==> src/rtl/wgb_pkg.sv <==
`default_nettype none
package wgb_pkg;

  localparam int unsigned PIX_W   = 8;
  localparam int unsigned BLEND_W = 9;
  localparam int unsigned CHAN_W  = 3;
  localparam int unsigned CFG_IDX_W = 1;
  localparam int unsigned CFG_DATA_W = 9;
  localparam int unsigned PROD_W  = 24;
  localparam int unsigned MIX_W   = 17;

  localparam logic [15:0] LUMA_WEIGHT_RED   = 16'd13933;
  localparam logic [15:0] LUMA_WEIGHT_GREEN = 16'd46871;
  localparam logic [15:0] LUMA_WEIGHT_BLUE  = 16'd4732;

  localparam logic [BLEND_W-1:0] BLEND_FULL = 9'd256;
  localparam logic [CHAN_W-1:0]  CHAN_RGB   = 3'd3;
  localparam logic [CHAN_W-1:0]  CHAN_RGBA  = 3'd4;
  localparam logic [BLEND_W-1:0] BLEND_RESET = 9'd256;
  localparam logic [CHAN_W-1:0]  CHAN_RESET  = 3'd3;
  localparam logic [PIX_W-1:0]   LUMA_MAX    = 8'd254;

  typedef enum logic [CFG_IDX_W-1:0] {
    CFG_BLEND_AMOUNT  = 1'b0,
    CFG_CHANNEL_COUNT = 1'b1
  } cfg_idx_t;

  typedef struct packed {
    logic [PIX_W-1:0] red;
    logic [PIX_W-1:0] green;
    logic [PIX_W-1:0] blue;
    logic [PIX_W-1:0] alpha;
  } pixel_t;

endpackage
`default_nettype wire

==> src/rtl/wgb_in_if.sv <==
`default_nettype none
interface wgb_in_if;
  logic                      valid;
  logic                      ready;
  logic [wgb_pkg::PIX_W-1:0] red_in;
  logic [wgb_pkg::PIX_W-1:0] green_in;
  logic [wgb_pkg::PIX_W-1:0] blue_in;
  logic [wgb_pkg::PIX_W-1:0] alpha_in;

  modport source (output valid, red_in, green_in, blue_in, alpha_in, input ready);
  modport sink (input valid, red_in, green_in, blue_in, alpha_in, output ready);
endinterface
`default_nettype wire

==> src/rtl/wgb_out_if.sv <==
`default_nettype none
interface wgb_out_if;
  logic                      valid;
  logic                      ready;
  logic [wgb_pkg::PIX_W-1:0] red_out;
  logic [wgb_pkg::PIX_W-1:0] green_out;
  logic [wgb_pkg::PIX_W-1:0] blue_out;
  logic [wgb_pkg::PIX_W-1:0] alpha_out;

  modport source (output valid, red_out, green_out, blue_out, alpha_out, input ready);
  modport sink (input valid, red_out, green_out, blue_out, alpha_out, output ready);
endinterface
`default_nettype wire

==> src/rtl/weighted_grayscale_blend_unit.sv <==
// Rec.709 grayscale blend, one RGBA pixel per request.
// in_chan carries one pixel request (red, green, blue, alpha) per valid/ready
// handshake; out_chan returns the blended pixel with alpha copied through.
// cfg_we/cfg_idx/cfg_data write blend_amount (index 0, Q1.8, values above 256
// act as 256) and channel_count (index 1; the pixel converts only at 3 or 4,
// else it passes unchanged). Write configuration only while the block is idle.
// Four register stages: weight products, luma sum, blend products, final sum
// into the output register; a request leaves after it has passed all four.
// Throughput is one pixel per cycle while out_chan.ready stays high; each
// stage advances on its own, so a stage that is empty accepts new data even
// while the output register holds. Reset (rst_n low, synchronous) empties
// all stages and loads blend_amount 256 and channel_count 3. When the
// receiver stalls, the output holds its pixel and the stages behind it fill;
// in_chan.ready drops only when all four are full and out_chan.ready is low.
// Nothing is lost or repeated.
`default_nettype none
module weighted_grayscale_blend_unit (
  input  wire logic                           clk,
  input  wire logic                           rst_n,
  wgb_in_if.sink                              in_chan,
  wgb_out_if.source                           out_chan,
  input  wire logic                           cfg_we,
  input  wire logic [wgb_pkg::CFG_IDX_W-1:0]  cfg_idx,
  input  wire logic [wgb_pkg::CFG_DATA_W-1:0] cfg_data
);

  logic [wgb_pkg::BLEND_W-1:0] blend_amount_r;
  logic [wgb_pkg::CHAN_W-1:0]  channel_count_r;

  logic [wgb_pkg::BLEND_W-1:0] p_sat;
  logic                        conv;

  logic v1_r, v2_r, v3_r, v4_r;
  logic rdy1, rdy2, rdy3, rdy4;

  wgb_pkg::pixel_t             pix1_r, pix2_r, pix3_r, pix4_r;
  logic                        conv1_r, conv2_r, conv3_r;
  logic [wgb_pkg::BLEND_W-1:0] p1_r, p2_r;
  logic [wgb_pkg::PROD_W-1:0]  prod_r_r, prod_g_r, prod_b_r;
  logic [wgb_pkg::PROD_W-1:0]  prod_r_nxt, prod_g_nxt, prod_b_nxt;
  logic [wgb_pkg::PIX_W-1:0]   luma2_r, luma2_nxt;
  logic [wgb_pkg::MIX_W-1:0]   mix_l3_r;
  logic [wgb_pkg::MIX_W-1:0]   mix_r3_r, mix_g3_r, mix_b3_r;
  logic [wgb_pkg::MIX_W-1:0]   mix_l3_nxt, mix_r3_nxt, mix_g3_nxt, mix_b3_nxt;
  logic [wgb_pkg::BLEND_W-1:0] q2;
  logic [wgb_pkg::MIX_W-1:0]   sum_r, sum_g, sum_b;
  wgb_pkg::pixel_t             pix4_nxt;

  always_ff @(posedge clk) begin
    if (!rst_n) begin
      blend_amount_r  <= wgb_pkg::BLEND_RESET;
      channel_count_r <= wgb_pkg::CHAN_RESET;
    end else if (cfg_we) begin
      case (cfg_idx)
        wgb_pkg::CFG_BLEND_AMOUNT:  blend_amount_r  <= cfg_data[wgb_pkg::BLEND_W-1:0];
        wgb_pkg::CFG_CHANNEL_COUNT: channel_count_r <= cfg_data[wgb_pkg::CHAN_W-1:0];
        default: ;
      endcase
    end
  end

  assign p_sat = (blend_amount_r > wgb_pkg::BLEND_FULL) ? wgb_pkg::BLEND_FULL
                                                        : blend_amount_r;
  assign conv  = (channel_count_r == wgb_pkg::CHAN_RGB) ||
                 (channel_count_r == wgb_pkg::CHAN_RGBA);

  assign rdy4 = !v4_r || out_chan.ready;
  assign rdy3 = !v3_r || rdy4;
  assign rdy2 = !v2_r || rdy3;
  assign rdy1 = !v1_r || rdy2;
  assign in_chan.ready = rdy1;

  assign prod_r_nxt = wgb_pkg::PROD_W'(in_chan.red_in) *
                      wgb_pkg::PROD_W'(wgb_pkg::LUMA_WEIGHT_RED);
  assign prod_g_nxt = wgb_pkg::PROD_W'(in_chan.green_in) *
                      wgb_pkg::PROD_W'(wgb_pkg::LUMA_WEIGHT_GREEN);
  assign prod_b_nxt = wgb_pkg::PROD_W'(in_chan.blue_in) *
                      wgb_pkg::PROD_W'(wgb_pkg::LUMA_WEIGHT_BLUE);

  assign luma2_nxt = wgb_pkg::PIX_W'(
                       {2'b00, prod_r_r[wgb_pkg::PROD_W-1:16]} +
                       {2'b00, prod_g_r[wgb_pkg::PROD_W-1:16]} +
                       {2'b00, prod_b_r[wgb_pkg::PROD_W-1:16]});

  assign q2 = wgb_pkg::BLEND_FULL - p2_r;
  assign mix_l3_nxt = wgb_pkg::MIX_W'(p2_r) * wgb_pkg::MIX_W'(luma2_r);
  assign mix_r3_nxt = wgb_pkg::MIX_W'(q2) * wgb_pkg::MIX_W'(pix2_r.red);
  assign mix_g3_nxt = wgb_pkg::MIX_W'(q2) * wgb_pkg::MIX_W'(pix2_r.green);
  assign mix_b3_nxt = wgb_pkg::MIX_W'(q2) * wgb_pkg::MIX_W'(pix2_r.blue);

  assign sum_r = mix_l3_r + mix_r3_r;
  assign sum_g = mix_l3_r + mix_g3_r;
  assign sum_b = mix_l3_r + mix_b3_r;

  always_comb begin
    pix4_nxt = pix3_r;
    if (conv3_r) begin
      pix4_nxt.red   = sum_r[15:8];
      pix4_nxt.green = sum_g[15:8];
      pix4_nxt.blue  = sum_b[15:8];
    end
  end

  always_ff @(posedge clk) begin
    if (!rst_n) begin
      v1_r <= 1'b0;
      v2_r <= 1'b0;
      v3_r <= 1'b0;
      v4_r <= 1'b0;
    end else begin
      if (rdy1) v1_r <= in_chan.valid;
      if (rdy2) v2_r <= v1_r;
      if (rdy3) v3_r <= v2_r;
      if (rdy4) v4_r <= v3_r;
    end
  end

  always_ff @(posedge clk) begin
    if (rdy1) begin
      pix1_r   <= '{in_chan.red_in, in_chan.green_in, in_chan.blue_in, in_chan.alpha_in};
      conv1_r  <= conv;
      p1_r     <= p_sat;
      prod_r_r <= prod_r_nxt;
      prod_g_r <= prod_g_nxt;
      prod_b_r <= prod_b_nxt;
    end
    if (rdy2) begin
      pix2_r  <= pix1_r;
      conv2_r <= conv1_r;
      p2_r    <= p1_r;
      luma2_r <= luma2_nxt;
    end
    if (rdy3) begin
      pix3_r   <= pix2_r;
      conv3_r  <= conv2_r;
      mix_l3_r <= mix_l3_nxt;
      mix_r3_r <= mix_r3_nxt;
      mix_g3_r <= mix_g3_nxt;
      mix_b3_r <= mix_b3_nxt;
    end
    if (rdy4) begin
      pix4_r <= pix4_nxt;
    end
  end

  assign out_chan.valid     = v4_r;
  assign out_chan.red_out   = pix4_r.red;
  assign out_chan.green_out = pix4_r.green;
  assign out_chan.blue_out  = pix4_r.blue;
  assign out_chan.alpha_out = pix4_r.alpha;

  a_reset_empty: assert property (@(posedge clk)
    !rst_n |=> !v1_r && !v2_r && !v3_r && !v4_r)
    else $error("pipeline not empty after reset");

  a_ready_chain: assert property (@(posedge clk) disable iff (!rst_n)
    in_chan.ready == (!v1_r || !v2_r || !v3_r || !v4_r || out_chan.ready))
    else $error("input ready disagrees with stage occupancy");

  a_luma_range: assert property (@(posedge clk) disable iff (!rst_n)
    v2_r |-> luma2_r <= wgb_pkg::LUMA_MAX)
    else $error("luma out of range");

  a_out_hold: assert property (@(posedge clk) disable iff (!rst_n)
    v4_r && !out_chan.ready |=> v4_r && $stable(pix4_r))
    else $error("stalled output pixel changed");

endmodule
`default_nettype wire
==> src/flat_wrapper.sv <==
// flat-port wrapper written by rule: the top's interface ports become plain ports
module weighted_grayscale_blend_unit_flat 
  (clk, rst_n, cfg_we, cfg_idx, cfg_data, in_chan_valid, in_chan_red_in, in_chan_green_in, in_chan_blue_in, in_chan_alpha_in, in_chan_ready, out_chan_valid, out_chan_red_out, out_chan_green_out, out_chan_blue_out, out_chan_alpha_out, out_chan_ready);
  wgb_in_if in_chan_i ();
  wgb_out_if out_chan_i ();
  input  wire logic clk;
  input  wire logic rst_n;
  input  wire logic cfg_we;
  input  wire logic [wgb_pkg::CFG_IDX_W-1:0] cfg_idx;
  input  wire logic [wgb_pkg::CFG_DATA_W-1:0] cfg_data;
  input wire logic [$bits(in_chan_i.valid)-1:0] in_chan_valid;
  input wire logic [$bits(in_chan_i.red_in)-1:0] in_chan_red_in;
  input wire logic [$bits(in_chan_i.green_in)-1:0] in_chan_green_in;
  input wire logic [$bits(in_chan_i.blue_in)-1:0] in_chan_blue_in;
  input wire logic [$bits(in_chan_i.alpha_in)-1:0] in_chan_alpha_in;
  output wire logic [$bits(in_chan_i.ready)-1:0] in_chan_ready;
  output wire logic [$bits(out_chan_i.valid)-1:0] out_chan_valid;
  output wire logic [$bits(out_chan_i.red_out)-1:0] out_chan_red_out;
  output wire logic [$bits(out_chan_i.green_out)-1:0] out_chan_green_out;
  output wire logic [$bits(out_chan_i.blue_out)-1:0] out_chan_blue_out;
  output wire logic [$bits(out_chan_i.alpha_out)-1:0] out_chan_alpha_out;
  input wire logic [$bits(out_chan_i.ready)-1:0] out_chan_ready;
  assign in_chan_i.valid = in_chan_valid;
  assign in_chan_i.red_in = in_chan_red_in;
  assign in_chan_i.green_in = in_chan_green_in;
  assign in_chan_i.blue_in = in_chan_blue_in;
  assign in_chan_i.alpha_in = in_chan_alpha_in;
  assign in_chan_ready = in_chan_i.ready;
  assign out_chan_valid = out_chan_i.valid;
  assign out_chan_red_out = out_chan_i.red_out;
  assign out_chan_green_out = out_chan_i.green_out;
  assign out_chan_blue_out = out_chan_i.blue_out;
  assign out_chan_alpha_out = out_chan_i.alpha_out;
  assign out_chan_i.ready = out_chan_ready;
  weighted_grayscale_blend_unit u_core (.clk(clk), .rst_n(rst_n), .in_chan(in_chan_i), .out_chan(out_chan_i), .cfg_we(cfg_we), .cfg_idx(cfg_idx), .cfg_data(cfg_data));
endmodule
==> config.mk <==
export PLATFORM = sky130hd
export DESIGN_NAME = weighted_grayscale_blend_unit_flat
export DESIGN_NICKNAME = d
export VERILOG_FILES = /design/src/rtl/wgb_pkg.sv /design/src/rtl/wgb_in_if.sv /design/src/rtl/wgb_out_if.sv /design/src/rtl/weighted_grayscale_blend_unit.sv /design/src/flat_wrapper.sv
export SDC_FILE = /design/constraint.sdc
export NUM_CORES = 1
export LEC_CHECK = 0
export ABC_CLOCK_PERIOD_IN_PS = 4900
export BUFFER_PORTS_ARGS = -buffer_cell sky130_fd_sc_hd__buf_2
export CORE_MARGIN = 3
export CORE_UTILIZATION = 30
export DETAILED_ROUTE_END_ITERATION = 7
export GPL_TIMING_DRIVEN = 0
export PLACE_DENSITY = 0.49
export SETUP_SLACK_MARGIN = 0.1
export SYNTH_ARGS = -nofsm -noshare
export SYNTH_HDL_FRONTEND = slang
export SYNTH_SLANG_ARGS = --single-unit
==> constraint.sdc <==
create_clock -name clk -period 4.9 [get_ports clk]
set_clock_uncertainty 0.1 [all_clocks]
set_input_delay 0.245 -clock clk [delete_from_list [all_inputs] [get_ports clk]]
set_output_delay 0.245 -clock clk [all_outputs]
set_load 0.02 [all_outputs]
==> results by group <==
Critical path
  – CP endpoint kind: register
  – R2R Path Start: u_core.p2_r[0]
  – CP max-delay cell: fa_1
  – Crit path arrival time: between 5 and 6 ns
  – CP max stage delay: just over 0.5 ns
  – CP Launch Type: register
  – CP Class: reg2reg
  – CP max FO: 6
  – CP startpoint: u_core.p2_r[0]
  – Most frequent CP cell: fa_1
  – Req. time, crit path: slightly above 5 ns
  – Worst Path Buf+Inv: 5
  – Cell class contributing the biggest share of worst-path delay: adder cells
  – Crit-path cells: inv_2, ha_4, nand3_4, or3_4, xnor2_4, buf_12, clkbuf_16, and2_4, fa_1, fa_1, fa_1, inv_1, fa_1, inv_2, ha_4, and3_4, a211oi_4, a21oi_2, xnor2_1

Global route
  – Largest net degree at the start of global routing: 55
  – Total track usage: a little over an eighth
  – Initial antenna violation count: 0
  – Vias in the first global route: 16.5k
  – First-pass GRT wire length: about 89000 um
  – Overflow left after global routing: 0

Timing
  – Fin crit share: 105%
  – Min Tclk post-route: 5.17 ns
  – FMAX: about 0.19 GHz
  – Setup slack after layout: -0.265 ns
  – Slew Viols, Final: 0
  – Slew @ Worst Pin: between 0.8 and 0.9 ns
  – RSZ-0062 raised after global routing: yes
  – Final Hold Viols: 0
  – Setup TNS: -2.49 ns
  – Worst slew margin: 41.2%
  – Endpoints failing setup: 12

Synth
  – Yosys warns: 0
  – Top post-synthesis cells by area: edfxtp_1, fa_1, ha_1
  – Synth Flop Type: edfxtp_1
  – Top-count cell post-synth: inv_1
  – Post-synth EDFFs: between 200 and 250
  – Synth Instances: ~2.2k
  – Mapped Area: 23900 um^2
  – Sequential share of the synthesized area: approximately a third
  – Cell taking the most area after synthesis: edfxtp_1
  – Syn Area/Cell: 10.9 um^2
  – Synth top area share: 30.2%
  – Syn_nets: 2829
  – Synth unique cells: 58
  – Commonest cells post-synth: inv_1, ha_1, fa_1, edfxtp_1, and2_1
  – Yosys reg bits: between 200 and 300
  – Async SR Flop Fraction: 0%

Clock network
  – Maximum root-to-sink buffer count: 3
  – Clock Latency Late Sink: around 0.57 ns
  – H-tree Lvls: 1
  – Clock sink count: 256
  – Total CTS buffers: 30
  – Root buf cell: clkbuf_16
  – CTS tree: done
  – Clock transition at path regs: roughly 0.06 ns

Final layout
  – Non-Filler Instances: between 3k and 4k
  – Fillers: about 7.7k
  – Nets: 3048
  – Layout cells sized above 1: between 15 and 20%
  – Area growth syn-to-layout: 20.7%
  – Design area: approximately 29000 um^2

Drt
  – Vias: between 15k and 20k
  – Drc violations: 0
  – Post-Route WL: 55100 um
  – Vias/cell: 4.47
  – Drt wl/cell: around 16 um
  – Starting DRC count in detailed routing: 583
  – Post-route ant nets: 0
  – DR pass1 iterations: 4

Placed design
  – Placed cell count: around 3.3k
  – Dpl cell area: 25900 um^2
  – Placer Congestion: around 0.83
  – IO buf count: 80
  – Hpwl dp: about 43000 um

Die
  – CORE AREA: 78100 um^2
  – Die width: 288 um
  – Initial core utilization: 30.6%
  – Die Area: 83000 um^2
  – Die Span Y: 288 um
  – FP Rows: just over 100
  – I/O pin total: 81

Pwr
  – P per Cell Area: 362 nW/um^2
  – Worst IR Drop VDD: 0.000280 V
  – Overall Power: between 0.01 and 0.015 W
  – Static Leak: 13.8 nW

Worst hold path
  – Min-delay worst type: in2reg
  – Worst Hold Launch: cfg_idx

Status
  – Failing checks: setup timing
  – Status: finished, violations left

Flow run
  – Max cap viols: 0
==> area by class of cell <==
class / count / area (um^2) / share of cell area, %
antenna: 1 / 2.50 / 0.00869
buffer: 37 / 362 / 1.26
clock buffer: 34 / 787 / 2.73
clock inverter: 22 / 243 / 0.843
inverter: 444 / 1670 / 5.80
multi-input combinational: 1453 / 15400 / 53.6
sequential: 256 / 7530 / 26.1
tap: 1040 / 1300 / 4.52
timing repair buffer: 190 / 1480 / 5.15
==> layout by cell type (no fill, tap or decap), types with 52 or more instances in the layout <==
master         count
dlygate4sd3_1     52
inv_1            428
buf_2             80
ha_1             319
nand2_1          151
and2_1           190
xnor2_1           84
fa_1             241
edfxtp_1         240
a21oi_1           57
==> what timing repair did <==
| item | CTS | global route |
|---|---|---|
| cloned | 1 | 0 |
| setup endpoints to repair | 40 | 35 |
| hold buffers | 52 | 0 |
| pin swaps | 49 | 52 |
| resized for setup | 112 | 102 |
| endpoints found under the hold margin | 47 | 0 |
| setup buffers | 43 | 11 |
==> where the power goes <==
| group | switching [W] | internal, W | total, W |
|---|---|---|---|
| Clock | 0.000928 | 0.00141 | 0.00234 |
| Sequential | 0.000338 | 0.00299 | 0.00333 |
| Combinational | 0.00260 | 0.00214 | 0.00474 |
| Total | 0.00386 | 0.00655 | 0.0104 |
==> through the flow <==
step | hold WS [ns] | setup WS, ns | utilization, %
finish | 0.176 | -0.265 | 36.9
CTS | 0.130 | -0.312 | 36.3
global route | 0.193 | -0.464 | 36.9
floorplan | 0.244 | 0.0235 | -
detailed placement | 0.305 | -1.31 | 33.2
global placement | 0.301 | -1.28 | 33.1
==> kinds of logic after synthesis <==
logic type	Yosys count	synth area share (%)
simple gates	526	11.6
fa+ha+maj	589	38.7
flops	256	31.5
xor+xnor	112	4.14
buf+inv	484	7.62
mux	12	0.566
compound gates	214	5.83
==> worst min-delay path: cells and delay by family <==
| family | cells | cell delay (ns) |
|---|---|---|
| AND/OR/NAND/NOR | 2 | 0.16 |
| AO/OA/AOI/OAI | 1 | 0.07 |
| buffers and inverters | 2 | 0.31 |
==> state kept, by name (all words and copies together), names as in the netlist, 5 cells and up <==
signal	flops
u_core.prod_g_r	9
u_core.prod_b_r	5
u_core.blend_amount_r	9
u_core.pix2_r	32
u_core.out_chan.blue_out	8
u_core.out_chan.red_out	8
u_core.p1_r	9
u_core.p2_r	9
u_core.out_chan.green_out	8
u_core.pix3_r	32
u_core.prod_r_r	6
u_core.mix_g3_r	16
u_core.out_chan.alpha_out	8
u_core.luma2_r	8
u_core.mix_l3_r	16
u_core.mix_r3_r	16
u_core.pix1_r	31
u_core.mix_b3_r	16
==> metal layers <==
layer / routed length, um / global-route usage [%]
met1: 24000 / 17.0
met3: 1530 / 1.26
met4: 1260 / 3.48
met5: 0 / 0
met2: 28300 / 24.9
==> worst paths after layout <==
path                               to  slack [ns]  cells past startpoint
min          u_core.blend_amount_r[6]        0.18                      5
max               u_core.mix_r3_r[15]       -0.27                     19
max reg2reg       u_core.mix_r3_r[15]       -0.27                     19
min reg2reg          u_core.pix2_r[6]        0.31                      0
(Power assumes the default switching activity.)
